### src/spf_pkg.sv
`timescale 1ns / 1ps
// Shared types and constants for the scaled pixel frame store.
// No dependencies; imported by every module of the block.
package spf_pkg;

  localparam int MaxWidthDefault  = 64;
  localparam int MaxHeightDefault = 32;

  // Command queue between the front and back parts
  localparam int FifoDepth = 2;

  // Physical coordinates, wide enough for a doubled position plus an origin
  localparam int CoordW = 9;
  localparam int ColorW = 16;

  // Action codes of an input word
  localparam logic [2:0] ACT_DRAW       = 3'd0;
  localparam logic [2:0] ACT_DRAW_AT    = 3'd1;
  localparam logic [2:0] ACT_CLEAR_ALL  = 3'd2;
  localparam logic [2:0] ACT_CLEAR_RECT = 3'd3;
  localparam logic [2:0] ACT_READ       = 3'd4;
  localparam logic [2:0] ACT_SET_FLAG   = 3'd5;

  // Configuration register indexes
  localparam logic [1:0] CFG_PANEL_WIDTH  = 2'd0;
  localparam logic [1:0] CFG_PANEL_HEIGHT = 2'd1;
  localparam logic [1:0] CFG_PIXEL_SCALE  = 2'd2;
  localparam logic [1:0] CFG_BACKGROUND   = 2'd3;

  typedef enum logic [2:0] {
    KIND_NOP,
    KIND_DRAW,
    KIND_CLEAR_ALL,
    KIND_CLEAR_RECT,
    KIND_READ,
    KIND_FLAG
  } cmd_kind_e;

  // Classified command: x0/y0 is the pixel or rectangle corner, x1/y1 the
  // exclusive rectangle end.
  typedef struct packed {
    cmd_kind_e         kind;
    logic              dbl;
    logic              oor;
    logic              flag;
    logic [ColorW-1:0] color;
    logic [CoordW-1:0] x0;
    logic [CoordW-1:0] y0;
    logic [CoordW-1:0] x1;
    logic [CoordW-1:0] y1;
  } cmd_t;

  typedef struct packed {
    logic [ColorW-1:0] read_color;
    logic              modified;
    logic              oor;
  } result_t;

endpackage

### src/spf_front.sv
`timescale 1ns / 1ps
// Front part: configuration registers and classification of input words.
// Depends on spf_pkg.
module spf_front #(
  parameter int MAX_WIDTH  = spf_pkg::MaxWidthDefault,
  parameter int MAX_HEIGHT = spf_pkg::MaxHeightDefault
) (
  input  logic                       clk_i,
  input  logic                       rst_ni,
  input  logic                       cfg_we_i,
  input  logic [1:0]                 cfg_index_i,
  input  logic [15:0]                cfg_wdata_i,
  input  logic [2:0]                 action_i,
  input  logic [5:0]                 pos_x_i,
  input  logic [4:0]                 pos_y_i,
  input  logic [5:0]                 origin_x_i,
  input  logic [4:0]                 origin_y_i,
  input  logic [6:0]                 rect_width_i,
  input  logic [5:0]                 rect_height_i,
  input  logic [spf_pkg::ColorW-1:0] pixel_color_i,
  input  logic                       flag_value_i,
  output spf_pkg::cmd_t              cmd_o,
  output logic [spf_pkg::ColorW-1:0] bg_color_o
);
  import spf_pkg::*;

  localparam logic [CoordW-1:0] MaxW = CoordW'(MAX_WIDTH);
  localparam logic [CoordW-1:0] MaxH = CoordW'(MAX_HEIGHT);

  logic [6:0]        panel_width_q;
  logic [5:0]        panel_height_q;
  logic [1:0]        pixel_scale_q;
  logic [ColorW-1:0] bg_color_q;

  logic [CoordW-1:0] w_eff, h_eff, pw_ext, ph_ext;
  logic              dbl;
  logic [CoordW-1:0] size, px, py, xe, ye;
  logic              draw_oor, read_in, rect_empty;

  always_ff @(posedge clk_i or negedge rst_ni) begin
    if (!rst_ni) begin
      panel_width_q  <= 7'd64;
      panel_height_q <= 6'd32;
      pixel_scale_q  <= 2'd1;
      bg_color_q     <= '0;
    end else if (cfg_we_i) begin
      case (cfg_index_i)
        CFG_PANEL_WIDTH:  panel_width_q  <= cfg_wdata_i[6:0];
        CFG_PANEL_HEIGHT: panel_height_q <= cfg_wdata_i[5:0];
        CFG_PIXEL_SCALE:  pixel_scale_q  <= cfg_wdata_i[1:0];
        CFG_BACKGROUND:   bg_color_q     <= cfg_wdata_i;
        default: ;
      endcase
    end
  end

  assign bg_color_o = bg_color_q;

  always_comb begin
    // clamp the panel to 1..MAX on each axis
    pw_ext = CoordW'(panel_width_q);
    ph_ext = CoordW'(panel_height_q);
    if (panel_width_q == '0)  w_eff = CoordW'(1);
    else if (pw_ext > MaxW)   w_eff = MaxW;
    else                      w_eff = pw_ext;
    if (panel_height_q == '0) h_eff = CoordW'(1);
    else if (ph_ext > MaxH)   h_eff = MaxH;
    else                      h_eff = ph_ext;

    dbl  = (pixel_scale_q == 2'd2);
    size = dbl ? CoordW'(2) : CoordW'(1);
    px   = dbl ? CoordW'({pos_x_i, 1'b0}) : CoordW'(pos_x_i);
    py   = dbl ? CoordW'({pos_y_i, 1'b0}) : CoordW'(pos_y_i);
    if (action_i == ACT_DRAW_AT) begin
      px = px + CoordW'(origin_x_i);
      py = py + CoordW'(origin_y_i);
    end
    draw_oor = (px + size > w_eff) || (py + size > h_eff);
    read_in  = (CoordW'(pos_x_i) < w_eff) && (CoordW'(pos_y_i) < h_eff);

    // clip the rectangle to the panel
    xe = CoordW'(origin_x_i) + CoordW'(rect_width_i);
    ye = CoordW'(origin_y_i) + CoordW'(rect_height_i);
    if (xe > w_eff) xe = w_eff;
    if (ye > h_eff) ye = h_eff;
    rect_empty = (CoordW'(origin_x_i) >= xe) || (CoordW'(origin_y_i) >= ye);

    cmd_o       = '0;
    cmd_o.kind  = KIND_NOP;
    cmd_o.dbl   = dbl;
    cmd_o.color = pixel_color_i;
    case (action_i)
      ACT_DRAW, ACT_DRAW_AT: begin
        if (draw_oor) begin
          cmd_o.oor = 1'b1;
        end else begin
          cmd_o.kind = KIND_DRAW;
          cmd_o.x0   = px;
          cmd_o.y0   = py;
        end
      end
      ACT_CLEAR_ALL: cmd_o.kind = KIND_CLEAR_ALL;
      ACT_CLEAR_RECT: begin
        if (rect_empty) begin
          // nothing to write, but the flag still gets set
          cmd_o.kind = KIND_FLAG;
          cmd_o.flag = 1'b1;
        end else begin
          cmd_o.kind = KIND_CLEAR_RECT;
          cmd_o.x0   = CoordW'(origin_x_i);
          cmd_o.y0   = CoordW'(origin_y_i);
          cmd_o.x1   = xe;
          cmd_o.y1   = ye;
        end
      end
      ACT_READ: begin
        if (read_in) begin
          cmd_o.kind = KIND_READ;
          cmd_o.x0   = CoordW'(pos_x_i);
          cmd_o.y0   = CoordW'(pos_y_i);
        end else begin
          cmd_o.oor = 1'b1;
        end
      end
      ACT_SET_FLAG: begin
        cmd_o.kind = KIND_FLAG;
        cmd_o.flag = flag_value_i;
      end
      default: ;
    endcase
  end

endmodule

### config.mk
export PLATFORM = sky130hd
export DESIGN_NAME = spf_front
export DESIGN_NICKNAME = d
export VERILOG_FILES = /design/src/spf_pkg.sv /design/src/spf_front.sv
export SDC_FILE = /design/constraint.sdc
export NUM_CORES = 1
export LEC_CHECK = 0
export ABC_AREA = 1
export BUFFER_PORTS_ARGS = -buffer_cell sky130_fd_sc_hd__buf_2
export CORE_UTILIZATION = 30
export DETAILED_ROUTE_END_ITERATION = 6
export HOLD_SLACK_MARGIN = 0.08
export PLACE_DENSITY_LB_ADDON = 0.12
export SLEW_MARGIN = 30
export SYNTH_ARGS = -nofsm -noshare
export SYNTH_HDL_FRONTEND = slang
export SYNTH_SLANG_ARGS = --single-unit
### constraint.sdc
create_clock -name clk_i -period 5.3 [get_ports clk_i]
set_input_delay 0 -clock clk_i [delete_from_list [all_inputs] [get_ports clk_i]]
set_output_delay 0 -clock clk_i [all_outputs]
set_load 0.01 [all_outputs]
# Word level (Yosys, flattened, before mapping)
# Index checks and enable logic that the tools add are counted.
[totals]
reg_bits = 31
input_bits = 76
out_inout_bits = 74
wordCells = 66
[op_classes]
add_sub_neg = 6
n_lt_le_gt_ge = 10
n_eq_ne = 9
muxes = 25
n_reduce_logical = 12
[ops]
columns = ["op", "n"]
rows = [
  ["18-bit case mux with 3 select lines", 1],
  ["18-bit 2-to-1 mux", 2],
  ["33-bit 2-to-1 mux", 1],
  ["7-bit 2-to-1 mux", 4],
  ["9-bit by 2-bit adder with 9-bit output", 2],
  ["9-bit greater-than comparator", 2],
  ["6-bit 2-to-1 mux", 3],
  ["9-bit 2-to-1 mux", 2],
  ["15-bit 2-to-1 mux", 1],
  ["3-bit case mux with 5 select lines", 1],
  ["5-bit by 9-bit >= comparator with 1-bit output", 1],
  ["6-bit by 9-bit >= comparator with 1-bit output", 1],
  ["7-bit by 9-bit greater-than comparator with 1-bit output", 1],
  ["8-bit by 9-bit greater-than comparator with 1-bit output", 1],
  ["5-bit by 9-bit less-than comparator with 1-bit output", 1],
  ["6-bit by 9-bit less-than comparator with 1-bit output", 1],
  ["6-bit by 7-bit adder with 8-bit output", 1],
  ["7-bit by 6-bit adder with 8-bit output", 1],
  ["8-bit 2-to-1 mux", 1],
  ["2-bit AND reduction", 4],
  ["5-bit by 6-bit adder with 7-bit output", 1],
  ["6-bit by 5-bit adder with 7-bit output", 1],
  ["7-bit greater-than comparator, second input constant", 1],
  ["7-bit zero test", 1],
  ["16 further kinds", 26],
]

# Depth between registers and ports, before layout
[depth]
depth_word = 9
ltp_mapped = 33
depth_no_buf = 32

# Worst setup path after synthesis
# Ideal clock, no wire load.
[synth_path]
path_type = "reg-to-output"
startpoint = "register pixel_scale_q[0]"
endpoint = "output cmd_o[18] in the netlist's numbering"
arrival_ns = 4.161
t_required_ns = 5.300
path_slack_ns = 1.139
stages_incl_launch_ff = 30
n_path_buf = 2
cell_sequence = "dfstp_2 > inv_1 > nand2_2 > inv_2 > buf_2 > nor2_1 > ha_1 > inv_1 > fa_1 > o21ai_0 > inv_1 > fa_1 > nor3_1 > xor2_1 > inv_1 > ha_1 > nand2_1 > nor2_1 > nand2_1 > nand2_1 > o21ai_0 > nand2_1 > nand2_1 > nand2_1 > nor2_1 > nand2_1 > nor2_4 > buf_6 > nand3_1 > nand2_1"
[synth_lines]
columns = ["item", "line", "rtl"]
rows = [
  ["from (decl)", "spf_front.sv:32", "logic [1:0] pixel_scale_q;"],
  ["from (signal assigned)", "spf_front.sv:50", "CFG_PIXEL_SCALE: pixel_scale_q <= cfg_wdata_i[1:0];"],
  ["to (decl)", "spf_front.sv:22", "output spf_pkg::cmd_t cmd_o,"],
]

==> impl_metrics.toml <==
[critical_path]
crit_type = "register to primary output"
critical_path.max_fanout = 16
timing.reg2reg.worst_path_depth = 2
worstReg2RegEnd = "panel_height_q[5]"
critical_path.slowest_cell = "sky130_fd_sc_hd__dfstp_2"
timing.critical_path.arrival_ps = 4840
cp.required_ps = 5300
crit_path_end_kind = "primary output"
crit_path_start = "pixel_scale_q[0]"
timing.critical_path.slowest_cell_delay_ps = 530
crit_path_frequent_cell = "sky130_fd_sc_hd__nand2_1"
crit-reg2reg-launch = "panel_height_q[5]"
worst_setup_path_start_kind = "register"
regToRegSetupSlack_ps = 4470

[worst_hold_path]
hold_path_class = "input port to register"
hold_start = "cfg_wdata_i[0]"
hold-path-endpoint = "panel_height_q[0]"
worstHoldPathCells = 3

[floorplanning]
design.portCount = 150
floorplan.die.height_um = 128
design.core.area_sq_mm = 0.0154
initial_core_utilization = 0.311
overall_die_area_sq_mm = 0.0164
number_of_core_rows = 45
die_width_um = 128

[layout]
layout.core_utilization = 0.380
num-nets-final = 1003
drive_above_1_share = 0.173
diodes = 0
mostFrequentLayoutCell = "sky130_fd_sc_hd__nand2_1"
register_area_sq_um = 779
final_cell_mix = "sky130_fd_sc_hd__nand2_1, sky130_fd_sc_hd__buf_2, sky130_fd_sc_hd__inv_1, sky130_fd_sc_hd__ha_1, sky130_fd_sc_hd__nand3_1"
multiInputGateArea_sq_mm = 0.00334
area.growth.synth_to_final_pct = 22.4
fillerInstances = 1654

[pwr]
internal-power_mw = 0.866
combinationalPowerShare = 0.631
leakagePower_nw = 3.28
ir_drop_mv = 0.199
design_power_total_mw = 1.64
power.share.sequential = 0.189
share_clk_of_total_power = 0.181
netSwitchingPower_mw = 0.778
p_sw_frac = 0.473
power_density_mw_per_mm2 = 281

[detailed_routing]
antenna_left = 0
drt_pre_antenna_iters = 5
remaining_drc_errors = 0
route.detailed.vias_per_inst = 4.84
detail_route.iter0.violations = 371
vias = 5137
routed_wirelength_um = 15200
wire_per_inst_um = 14.4

[global_route]
grt_pass1_vias = 4830
grt_use_total = 0.188
grt_start_max_net_pins = 32
antenna_found_initial = 0
grt_first_pass_wirelength_um = 24400
global_route.overflow_total = 0

[cts]
tritoncts = "done"
worst_skew_pair.late_latency_ps = 270
cts-htree-levels = 2
cts_root_buf = "sky130_fd_sc_hd__clkbuf_16"
cts_num_sinks = 31
clk_transition_reported_paths_ps = 50
clk_path_buf_depth = 2
cts_made_buffers = 5

[sta]
grt_setup_unrepaired = "no"
final_hold_viol_count = 0
clock-skew-final_ps = 0
slew_violations = 0
finalCritPeriodShare = 0.912
totalNegativeSetupSlack_ps = 0
finalWorstPathRequiredPeriod_ps = 4840
slew_headroom = 0.375
max_slew.worst_pin.slew_ps = 934
worst_slack_ps = 464
final-setup-viol-count = 0
maxClockFrequency_ghz = 0.207

[outcome]
status = "finished, final reports clean"

[placement]
place_congestion = 0.883
port_buffers = 107
dpl_worst_slack_ps = 669
place_hpwl_um = 12300

[synth]
netlist_area_sq_mm = 0.00477
synth.ff_latch_count = 31
sequential_share_of_the_synthesized_area = 0.163
post_synth.cell_area_avg_sq_um = 6.51
synth_cells = 733
yosys.cell_types.count = 36
yosys_warnings = 0

[job]
drv.max_cap_violation_count = 0
-- sequential cells by signal (all words and copies together) (netlist names) --
signal,count
panel_width_q,7
pixel_scale_q,2
bg_color_o,16
panel_height_q,6
-- layer usage --
metal  track usage  vias to the layer above  share of wire  routed length, um
met5             0                        -              0                  0
met2         0.332                      191           0.47               7150
met3        0.0171                        7          0.052                785
li1              -                     2587              -                  -
met1         0.256                     2352           0.47               7240
met4        0.0208                        0         0.0043                 65
-- logic make-up (layout without fill, tap and decap cells) --
group                      Yosys count  in the layout  share of synthesized area
buffers and inverters              154            262                      0.147
muxes                                9              9                     0.0212
xor gates and xnor gates            17             17                     0.0312
AOI/OAI and AO/OA                   96             96                      0.105
DFF                                 31             31                      0.163
and+or+nand+nor                    347            347                      0.318
other                                1             10                   0.000785
adders and majority gates           78             78                      0.214
-- critical path, delay by kind of cell, from the launching register on --
| kind | cells | cell delay, ps |
|---|---|---|
| and+or+nand+nor | 15 | 1300 |
| adders and majority gates | 3 | 1180 |
| buffers and inverters | 7 | 830 |
| DFF | 1 | 530 |
| AOI/OAI and AO/OA | 3 | 510 |
| xor gates and xnor gates | 1 | 180 |
-- cell type report --
class | instances | share of cell area
repair buffers | 145 | 0.154
inverters | 109 | 0.0700
clock buffers | 8 | 0.0268
flip-flops and latches | 31 | 0.133
multi-input cells | 557 | 0.571
well taps | 211 | 0.0452
-- power groups by stage --
stage          combinational, mW  clock [mW]  sequential [mW]
2_1_floorplan              0.711           0            0.316
3_3_place_gp               0.985           0            0.311
3_5_place_dp                1.01           0            0.312
4_1_cts                     1.04       0.306            0.310
5_1_grt                     1.18       0.314            0.316
6_report                    1.04       0.297            0.310
-- how the worst max path moves through the flow --
stage                      endpoint  cells past startpoint
after floorplan           cmd_o[18]                     29
after global placement    cmd_o[19]                     29
after detailed placement  cmd_o[22]                     29
after CTS                 cmd_o[22]                     29
after global routing      cmd_o[29]                     30
final                     cmd_o[22]                     29
-- cells in the mapped netlist --
cell type | n | area (sq um)
sky130_fd_sc_hd__inv_1 | 105 | 394
sky130_fd_sc_hd__nor2_4 | 2 | 22.5
sky130_fd_sc_hd__buf_6 | 2 | 22.5
sky130_fd_sc_hd__a21oi_1 | 35 | 175
sky130_fd_sc_hd__o31ai_1 | 1 | 7.51
sky130_fd_sc_hd__buf_2 | 5 | 25.0
sky130_fd_sc_hd__nor2_8 | 1 | 20.0
sky130_fd_sc_hd__conb_1 | 1 | 3.75
sky130_fd_sc_hd__a22oi_1 | 3 | 22.5
sky130_fd_sc_hd__and3_1 | 1 | 6.26
sky130_fd_sc_hd__clkbuf_1 | 10 | 37.5
sky130_fd_sc_hd__a31oi_1 | 1 | 6.26
sky130_fd_sc_hd__nor2_2 | 1 | 6.26
sky130_fd_sc_hd__dfstp_2 | 3 | 78.8
sky130_fd_sc_hd__buf_1 | 1 | 3.75
sky130_fd_sc_hd__inv_2 | 4 | 15.0
sky130_fd_sc_hd__nand4_1 | 30 | 188
sky130_fd_sc_hd__dfrtp_1 | 28 | 701
sky130_fd_sc_hd__xor2_1 | 11 | 96.3
sky130_fd_sc_hd__nand2_2 | 2 | 12.5
sky130_fd_sc_hd__nand3_1 | 49 | 245
sky130_fd_sc_hd__buf_4 | 27 | 203
sky130_fd_sc_hd__xnor2_1 | 6 | 52.6
sky130_fd_sc_hd__o21ai_0 | 48 | 240
sky130_fd_sc_hd__ha_1 | 72 | 901
sky130_fd_sc_hd__fa_1 | 6 | 120
sky130_fd_sc_hd__o211ai_1 | 2 | 15.0
sky130_fd_sc_hd__nand3b_1 | 7 | 52.6
sky130_fd_sc_hd__nor3_1 | 5 | 25.0
sky130_fd_sc_hd__nand2_1 | 212 | 796
sky130_fd_sc_hd__nor2_1 | 35 | 131
sky130_fd_sc_hd__o21ai_1 | 4 | 20.0
sky130_fd_sc_hd__o21bai_1 | 1 | 7.51
sky130_fd_sc_hd__mux2_2 | 9 | 101
sky130_fd_sc_hd__or2_2 | 2 | 12.5
sky130_fd_sc_hd__o21a_1 | 1 | 7.51
-- through the flow --
stage / cell area [sq um] / hold WS [ps] / std cells
CTS: 5840 / 97.9 / 1061
global placement: 5370 / 0.0686 / 1022
detailed placement: 5370 / 0.0686 / 1022
floorplan: 4810 / -296 / 742
finish: 5840 / 90.9 / 1061
global route: 5840 / 101 / 1061
-- what timing repair did --
item | CTS | global route
hold buffers | 31 | 0
setup endpoints to repair | 0 | 9
buffers inserted | 0 | 0
resized for setup | 0 | 1
hold endpoints to repair | 67 | 0
Power figures use the tool's default switching activity.
