### src/spf_pkg.sv
`timescale 1ns / 1ps
// Shared types and constants for the scaled pixel frame store.
// No dependencies; imported by every module of the block.
package spf_pkg;

  localparam int MaxWidthDefault  = 64;
  localparam int MaxHeightDefault = 32;

  // Command queue between the front and back parts
  localparam int FifoDepth = 2;

  // Physical coordinates, wide enough for a doubled position plus an origin
  localparam int CoordW = 9;
  localparam int ColorW = 16;

  // Action codes of an input word
  localparam logic [2:0] ACT_DRAW       = 3'd0;
  localparam logic [2:0] ACT_DRAW_AT    = 3'd1;
  localparam logic [2:0] ACT_CLEAR_ALL  = 3'd2;
  localparam logic [2:0] ACT_CLEAR_RECT = 3'd3;
  localparam logic [2:0] ACT_READ       = 3'd4;
  localparam logic [2:0] ACT_SET_FLAG   = 3'd5;

  // Configuration register indexes
  localparam logic [1:0] CFG_PANEL_WIDTH  = 2'd0;
  localparam logic [1:0] CFG_PANEL_HEIGHT = 2'd1;
  localparam logic [1:0] CFG_PIXEL_SCALE  = 2'd2;
  localparam logic [1:0] CFG_BACKGROUND   = 2'd3;

  typedef enum logic [2:0] {
    KIND_NOP,
    KIND_DRAW,
    KIND_CLEAR_ALL,
    KIND_CLEAR_RECT,
    KIND_READ,
    KIND_FLAG
  } cmd_kind_e;

  // Classified command: x0/y0 is the pixel or rectangle corner, x1/y1 the
  // exclusive rectangle end.
  typedef struct packed {
    cmd_kind_e         kind;
    logic              dbl;
    logic              oor;
    logic              flag;
    logic [ColorW-1:0] color;
    logic [CoordW-1:0] x0;
    logic [CoordW-1:0] y0;
    logic [CoordW-1:0] x1;
    logic [CoordW-1:0] y1;
  } cmd_t;

  typedef struct packed {
    logic [ColorW-1:0] read_color;
    logic              modified;
    logic              oor;
  } result_t;

endpackage

### src/spf_cmd_fifo.sv
`timescale 1ns / 1ps
// Short command queue between the front and back parts.
// Depends on spf_pkg for the command type and depth.
module spf_cmd_fifo (
  input  logic          clk_i,
  input  logic          rst_ni,
  input  logic          push_i,
  input  spf_pkg::cmd_t cmd_i,
  input  logic          pop_i,
  output spf_pkg::cmd_t head_o,
  output logic          empty_o,
  output logic          full_o
);
  import spf_pkg::*;

  localparam int PtrW = (FifoDepth > 1) ? $clog2(FifoDepth) : 1;
  localparam int CntW = $clog2(FifoDepth + 1);
  localparam logic [PtrW-1:0] LastPtr = PtrW'(FifoDepth - 1);

  cmd_t            entry_q [FifoDepth];
  logic [PtrW-1:0] wr_ptr_q, rd_ptr_q;
  logic [CntW-1:0] count_q;

  assign empty_o = (count_q == '0);
  assign full_o  = (count_q == CntW'(FifoDepth));
  assign head_o  = entry_q[rd_ptr_q];

  always_ff @(posedge clk_i) begin
    if (push_i) begin
      entry_q[wr_ptr_q] <= cmd_i;
    end
  end

  always_ff @(posedge clk_i or negedge rst_ni) begin
    if (!rst_ni) begin
      wr_ptr_q <= '0;
      rd_ptr_q <= '0;
      count_q  <= '0;
    end else begin
      if (push_i) begin
        wr_ptr_q <= (wr_ptr_q == LastPtr) ? '0 : wr_ptr_q + 1'b1;
      end
      if (pop_i) begin
        rd_ptr_q <= (rd_ptr_q == LastPtr) ? '0 : rd_ptr_q + 1'b1;
      end
      if (push_i && !pop_i) begin
        count_q <= count_q + 1'b1;
      end else if (pop_i && !push_i) begin
        count_q <= count_q - 1'b1;
      end
    end
  end

endmodule

### config.mk
export PLATFORM = sky130hd
export DESIGN_NAME = spf_cmd_fifo
export DESIGN_NICKNAME = d
export VERILOG_FILES = /design/src/spf_pkg.sv /design/src/spf_cmd_fifo.sv
export SDC_FILE = /design/constraint.sdc
export NUM_CORES = 1
export LEC_CHECK = 0
export BUFFER_PORTS_ARGS = -buffer_cell sky130_fd_sc_hd__buf_2
export CAP_MARGIN = 20
export CORE_ASPECT_RATIO = 0.7
export CORE_MARGIN = 5
export CORE_UTILIZATION = 29
export CTS_CLUSTER_DIAMETER = 80
export DETAILED_ROUTE_END_ITERATION = 12
export PLACE_DENSITY = 0.47
export SLEW_MARGIN = 10
export SYNTH_ARGS = -nofsm -noshare
export SYNTH_HDL_FRONTEND = slang
export SYNTH_SLANG_ARGS = --single-unit
export TNS_END_PERCENT = 10
### constraint.sdc
create_clock -name clk_i -period 3.95 [get_ports clk_i]
set_input_delay 0.79 -clock clk_i [delete_from_list [all_inputs] [get_ports clk_i]]
set_output_delay 0.79 -clock clk_i [all_outputs]
set_load 0.05 [all_outputs]
* Word level (Yosys, flattened, before mapping)
Memory sizes are Yosys's and may differ from the RTL's.
Cells that the tools add are included.
** Word-level totals
- Output and inout bits :: 60
- Input port bits :: 62
- RAM bits :: 116
- Flip-flop bits (word level) :: 4
- Memories :: 1
** Memory list
- entry_q :: words 2, width 58, read ports 1, clocked after memory_dff 0, wr ports 1, RTL line spf_cmd_fifo.sv:20 : cmd_t entry_q [FifoDepth];
** Operators by class
- Mux-type cells :: 6
- Equality and inequality tests :: 1
- $add $sub $neg :: 4
- Reductions and logical operators :: 6
** Operators by type and width (number)
- 1-bit two-way mux :: 4
- 2-bit two-way mux :: 2
- 1-bit adder, second input constant :: 2
- 2-bit by 1-bit adder with 2-bit output, second input constant :: 1
- 2-bit == test, second input constant :: 1
- 1-bit logical AND :: 2
- 1-bit logical NOT :: 2
- 2-bit logical NOT :: 1
- 2-bit nonzero test :: 1
- 2-bit by 1-bit subtractor with 2-bit output, second input constant :: 1

* Depth between registers and ports, before layout
Gate-level depths: netlist (run 1).
- Word-level depth :: 4
- Depth in mapped cells :: 5
- Depth with buffers taken out :: 5

* Worst setup path before layout (run 1)
Ideal clock, no wire load.
- Path type :: in2reg
- From :: input port push_i
- To :: memory entry_q[0][0] (netlist bit), enable pin
- Data arrival time :: 3.348 ns
- Stages on the path :: 1
- Buffers on the path :: 0
- Library setup time :: 0.481 ns
- Setup slack :: 0.121 ns
- Cell sequence :: nor2b_1
** Between the ends
- Cells in the longest elaborated chain, start to end :: 2
** RTL lines
- from (decl) :: RTL line spf_cmd_fifo.sv:7 : input logic push_i,
- 1-bit two-way mux :: RTL line spf_cmd_fifo.sv:29 : if (push_i) begin
- 1-bit two-way mux (not written as such) :: RTL line spf_cmd_fifo.sv:30 : entry_q[wr_ptr_q] <= cmd_i;
- to (decl) :: RTL line spf_cmd_fifo.sv:20
No other way between the ends.

==> impl_metrics.json, run 1 <==
{
  "cts_root_buf": "clkbuf_16",
  "post_cts_resize_count": 0,
  "cp-start-kind": "register",
  "cts_htree_levels": 4,
  "skew_ns": 0.00699,
  "grt_pass1_wl_um": 13200,
  "syn_area_mm2": 0.00442,
  "crit_required_ns": 3.16,
  "postCtsHoldBufs": 0,
  "post-cts-setup-buffers": 0,
  "dp_cells": 511,
  "p_sw_mw": 2.01,
  "worst_pin_slew_ns": 0.810,
  "synth_seq_cells": 120,
  "vias": 2216,
  "setup_tns_ns": 0,
  "place_area_mm2": 0.00527,
  "antenna_found_initial": 2,
  "drv_cap": 0,
  "status": "finished, final reports clean",
  "initialDrtViolationCount": 70,
  "die-area_mm2": 0.0178,
  "overflow": 0,
  "p_leak_nw": 2.24,
  "cts_buffers": 17,
  "ant_nets": 0,
  "synthCells": 197,
  "ios": 122,
  "synthesis.nets": 260,
  "portBuffers": 121,
  "core_mm2": 0.0148,
  "finalCritPeriodShare_pct": 77.1,
  "hold_path_class": "input pin to async pin",
  "ys_seq_area_share_pct": 81.1,
  "drive_gt1_share_pct": 62.6,
  "grt_pass1_vias": 2419,
  "synth_warnings": 0,
  "track_usage_pct": 10.2,
  "gp_congestion": 0.650,
  "final_nets": 398,
  "rsz0062_at_grt": "no",
  "power_per_cell_area_mw_per_mm2": 891,
  "num_rows": 37,
  "ir_drop_uv": 372,
  "drt_first_pass_iters": 4,
  "avgSynthCellArea_um2": 22.4,
  "pwr-share-clk_pct": 29.4,
  "cts_tree": "yes",
  "start_util_pct": 29.8,
  "place_ws_ns": 1.27,
  "critical_path_class": "register to output port",
  "crit_path_end_kind": "output port",
  "finalSetupViolations": 0,
  "clock_sinks": 120,
  "viasPerCell": 4.07,
  "grt_max_degree": 31,
  "crit_fanout": 29,
  "finalPower_mw": 5.24,
  "path_clk_slew_ns": 0.06,
  "fp.dieW_um": 158,
  "hold_viol_final": 0,
  "final_area_mm2": 0.00588,
  "synthToLayoutAreaGrowth_pct": 33.0,
  "fin_cells": 544,
  "drcViolationCount": 0,
  "sequentialPowerShare_pct": 34.7,
  "reg2reg_slack_ns": 2.20,
  "wl_per_cell_um": 16.0,
  "max_freq_mhz": 329,
  "synthDistinctLibCells": 14,
  "drt-total-wl_um": 8710,
  "critPathArrivalTime_ns": 2.25,
  "comb_power_share_pct": 35.9,
  "hpwl_um": 5800,
  "die_height_um": 113,
  "clock_latency_ns": 0.40,
  "clockBufferDepth": 2,
  "p_int_mw": 3.23,
  "slew_headroom_pct": 46.0,
  "drv_slew": 0,
  "swShare_pct": 38.4,
  "fin_ws_ns": 0.906,
  "min_period_ns": 3.04
}
[Yosys cell counts]
cell type  instances  area [um2]
ha_1               1        12.5
dfrtp_1            4         100
xor2_1             4        35.0
buf_8              1        15.0
nor2b_1            2        12.5
buf_2              4        20.0
xnor2_1            1        8.76
mux2_4            10         150
inv_1              1        3.75
buf_6              2        22.5
mux2_2            48         541
and2_1             1        6.26
edfxtp_1         116        3480
nor2_1             2        7.51
[cell families (layout without fill, tap and decap cells)]
kind of cell	count (synthesis)	in the layout	share of synthesized area (%)
flip-flops	120	120	81.1
multiplexers	58	58	15.6
buffers and inverters	8	159	1.39
XOR/XNOR	5	5	0.991
AND/OR/NAND/NOR	5	5	0.595
adder cells (fa/ha/maj)	1	1	0.283
other	0	1	0
[power by group through the flow]
stage | Combinational, mW | Sequential [mW] | Clock [mW]
finish | 1.88 | 1.82 | 1.54
global route | 1.99 | 1.85 | 1.66
CTS | 1.92 | 1.83 | 1.59
detailed placement | 1.91 | 1.85 | 0
global placement | 1.91 | 1.84 | 0
floorplan | 1.57 | 1.78 | 0
[worst paths after layout]
kind	endpoint	start	depth (start not counted)
worst max-delay path	head_o[43]	rd_ptr_q$_DFFE_PN0P_	3
worst min-delay path	count_q[1]$_DFFE_PN0P_	rst_ni	1
worst max register to register	entry_q[1][22]$_DFFE_PP_	wr_ptr_q$_DFFE_PN0P_	2
worst min register to register	count_q[1]$_DFFE_PN0P_	count_q[1]$_DFFE_PN0P_	1
max in group asynchronous	rd_ptr_q$_DFFE_PN0P_	rst_ni	1
min in group clk_i	count_q[1]$_DFFE_PN0P_	count_q[1]$_DFFE_PN0P_	1
[sequential cells by signal, indices dropped and copies added (netlist names)]
| name | cells |
|---|---|
| rd_ptr_q | 1 |
| entry_q | 116 |
| wr_ptr_q | 1 |
| count_q | 2 |
[metrics by stage]
stage,util (%),hold slack [ns]
2_1_floorplan,-,0.455
3_3_place_gp,35.6,0.473
3_5_place_dp,35.6,0.490
4_1_cts,39.6,0.165
5_1_grt,39.7,0.161
6_report,39.7,0.184
[final cells by class]
class | instances | area (um2)
inverter | 1 | 3.75
multi-input combinational | 69 | 782
timing repair buffer | 126 | 656
clock inverter | 15 | 178
sequential | 120 | 3580
tap | 195 | 244
clock buffer | 17 | 425
antenna | 1 | 2.50
fill | 1403 | 8940
[cell usage in the layout (no fill, tap or decap)]
master      instances
buf_12              1
dfrtp_1             3
edfxtp_1          116
mux2_2             48
nor2b_1             1
clkbuf_16          17
buf_4               4
nor2b_4             1
buf_2             121
dfrtp_2             1
clkinv_1            1
clkinvlp_4          4
xnor2_1             1
and2_2              1
ha_1                1
mux2_4             10
xor2_1              4
clkinv_4            3
nor2_1              2
bufinv_16           3
diode_2             1
clkinv_2            2
inv_1               1
inv_6               2
[per-layer routing]
layer / part of all wire [%] / wire length, um / up-vias / GRT usage [%]
met1: 47 / 4060 / 1053 / 13.1
met3: 10 / 901 / 12 / 6.19
li1: - / - / 1060 / -
met5: 0.092 / 8 / - / 0
met2: 42 / 3650 / 89 / 14.1
met4: 1.0 / 91 / 2 / 3.44
[critical path: stages (launching register included)]
cell,delay (ns)
dfrtp_2,0.82
buf_4,0.41
mux2_2,0.38
buf_2,0.21
Note: power is estimated with default switching activity, not from simulation.
==> inputs of run 2 (changes only) <==
--- a/config.mk
+++ b/config.mk
@@ -5,6 +5,7 @@
 export SDC_FILE = /design/constraint.sdc
 export NUM_CORES = 1
 export LEC_CHECK = 0
+export ABC_AREA = 1
 export BUFFER_PORTS_ARGS = -buffer_cell sky130_fd_sc_hd__buf_2
 export CAP_MARGIN = 20
 export CORE_ASPECT_RATIO = 0.7
==> constraint.sdc (replaced) <==
create_clock -name clk_i -period 3.1 [get_ports clk_i]
set_input_delay 0.62 -clock clk_i [delete_from_list [all_inputs] [get_ports clk_i]]
set_output_delay 0.62 -clock clk_i [all_outputs]
set_load 0.05 [all_outputs]
==> run 2 against run 1 <==
Net effect:
- sequential power grew 23%
- worst setup slack lost 0.23 ns
- combinational power grew 32%
- clock skew shrank 0.0011 ns
- register-to-register slack lost 0.68 ns
- sequential cell count is the same
- power grew 26%
- routed wire length grew 1.7%
- die area grew 0.42%
- clock power grew 23%
- count of clock-buffer cells in the layout is the same
- critical path type unchanged
- largest cell class unchanged
- highest routed layer unchanged
==> impl_metrics.json, run 2 <==
{
  "status": "finished, final reports clean",
  "top_regs": "entry_q x116, count_q x2",
  "whs_path_depth": 1,
  "multi_input_area_um2": 778,
  "portBuffers": 121,
  "yosysTopAreaCell": "edfxtp_1",
  "slew_headroom_pct": 61.4,
  "clock_sinks": 120,
  "grt_pass1_wl_um": 13400,
  "gp_congestion": 0.658,
  "power_per_cell_area_mw_per_mm2": 1120,
  "final_cell_mix": "121 x buf_2, 116 x edfxtp_1, 48 x mux2_2",
  "fill_cells": 1370,
  "overflow": 0,
  "start_util_pct": 29.9,
  "antenna_found_initial": 1,
  "die-area_mm2": 0.0179,
  "post-cts-setup-buffers": 0,
  "final-seq-area_mm2": 0.00358,
  "avgSynthCellArea_um2": 21.5,
  "syn_area_mm2": 0.00444,
  "skew_ns": 0.00593,
  "fin_cells": 553,
  "synthCells": 206,
  "ant_nets": 0,
  "synth_warnings": 0,
  "cts_htree_levels": 4,
  "crit_path_end_kind": "output port",
  "synthesis.nets": 269,
  "async_flop_share_pct": 3.33,
  "drv_cap": 0,
  "reg2reg_depth": 3,
  "clock_latency_ns": 0.41,
  "rsz0062_at_grt": "no",
  "netlist_top_cells_area": "edfxtp_1 78%, mux2_2 12%, mux2_4 3.4%, dfrtp_1 2.3%, inv_1 0.59%",
  "final_nets": 408,
  "critical_path_class": "register to output port",
  "dp_cells": 520,
  "cts_buffers": 17,
  "ir_drop_uv": 563,
  "post_cts_resize_count": 0,
  "fp.dieW_um": 158,
  "grt_max_degree": 37,
  "initialDrtViolationCount": 96,
  "hpwl_um": 5900,
  "track_usage_pct": 10.2,
  "largest_register_ffs": 116,
  "netlist.area_leader.share_pct": 78.5,
  "layout_commonest_cell": "buf_2",
  "p_leak_nw": 2.26,
  "drt-total-wl_um": 8860,
  "worst_pin_slew_ns": 0.579,
  "drive_gt1_share_pct": 60.6,
  "finalSetupViolations": 0,
  "die_height_um": 114,
  "critPathArrivalTime_ns": 1.80,
  "setup_tns_ns": 0,
  "synth_seq_cells": 120,
  "drt_first_pass_iters": 4,
  "path_clk_slew_ns": 0.06,
  "synth_ff_type": "edfxtp_1",
  "cts_tree": "yes",
  "max_freq_mhz": 413,
  "finalPower_mw": 6.61,
  "crit_fanout": 31,
  "clockBufferDepth": 2,
  "vias": 2289,
  "grt_pass1_vias": 2458,
  "antennaDiodeCount": 0,
  "ys_seq_area_share_pct": 80.7,
  "largest_register": "entry_q",
  "finalCritPeriodShare_pct": 78.1,
  "hold_viol_final": 0,
  "ys_top_cells_by_count": "116 x edfxtp_1, 48 x mux2_2, 10 x mux2_4",
  "ios": 122,
  "hold_path_class": "input pin to register",
  "synthDistinctLibCells": 15,
  "synthToLayoutAreaGrowth_pct": 32.5,
  "core_mm2": 0.0149,
  "num_rows": 37,
  "crit_required_ns": 2.48,
  "wl_per_cell_um": 16.0,
  "drv_slew": 0,
  "synth-edff-count": 116,
  "cp-start-kind": "register",
  "postCtsHoldBufs": 1,
  "viasPerCell": 4.14,
  "drcViolationCount": 0,
  "cts_root_buf": "clkbuf_16",
  "synth_most_common_cell": "edfxtp_1",
  "min_period_ns": 2.42
}
## run 2: cell count changes after synthesis, sizes merged
cell / delta
nand2: +5
nand4: +1
nor2: +1
and2: -1
nand3: +1
xor2: -2
nor2b: -2
inv: +6
## run 2: cells by family after synthesis
group	Yosys count	synth area share [%]
DFF	120	80.7
muxes	58	15.6
buffers and inverters	14	1.89
and+or+nand+nor	10	0.930
xor gates and xnor gates	3	0.592
adders and majority gates	1	0.282
## run 2: final cells by class
cell class                      count  area share (%)
Sequential cell                   120            61.0
Multi-Input combinational cell     72            13.2
Timing Repair Buffer              127            11.3
Clock buffer                       17            7.24
Tap cell                          195            4.15
Clock inverter                     15            2.62
Inverter                            7           0.447
## run 2: metrics by stage
step	hold slack [ns]	cell area [um2]	util (%)	setup WS, ns
2_1_floorplan	0.324	4440	-	0.533
3_3_place_gp	0.438	5290	35.6	1.06
3_5_place_dp	0.439	5290	35.6	1.05
4_1_cts	0.373	5880	39.6	0.607
5_1_grt	0.372	5880	39.6	0.565
6_report	0.396	5880	39.6	0.678
## run 2: worst max-delay path: stages (launching register included)
cell	delay [ns]
dfrtp_2	0.35
buf_4	0.40
mux2_2	0.40
buf_2	0.21
## run 2: layer usage
metal	up-vias	global-route usage, %	part of all wire [%]
li1	1080	-	-
met1	1095	13.2	47
met2	98	14.3	41
met3	14	6.07	11
met4	2	3.44	1.1
met5	-	0	0.15
## run 2: worst paths after layout
path	from	to	slack, ns
max in group asynchronous	rst_ni	rd_ptr_q$_DFFE_PN0P_	2.41
max reg2reg	wr_ptr_q$_DFFE_PN0P_	entry_q[1][53]$_DFFE_PP_	1.52
max	rd_ptr_q$_DFFE_PN0P_	head_o[47]	0.68
min reg2reg	count_q[1]$_DFFE_PN0P_	count_q[1]$_DFFE_PN0P_	0.49
min	cmd_i[51]	entry_q[1][51]$_DFFE_PP_	0.40
min in group asynchronous	rst_ni	count_q[1]$_DFFE_PN0P_	0.55
## run 2: report_power, final
part           internal, mW  switching (mW)
Clock                  1.18           0.708
Combinational         0.687            1.80
Sequential             2.16          0.0768
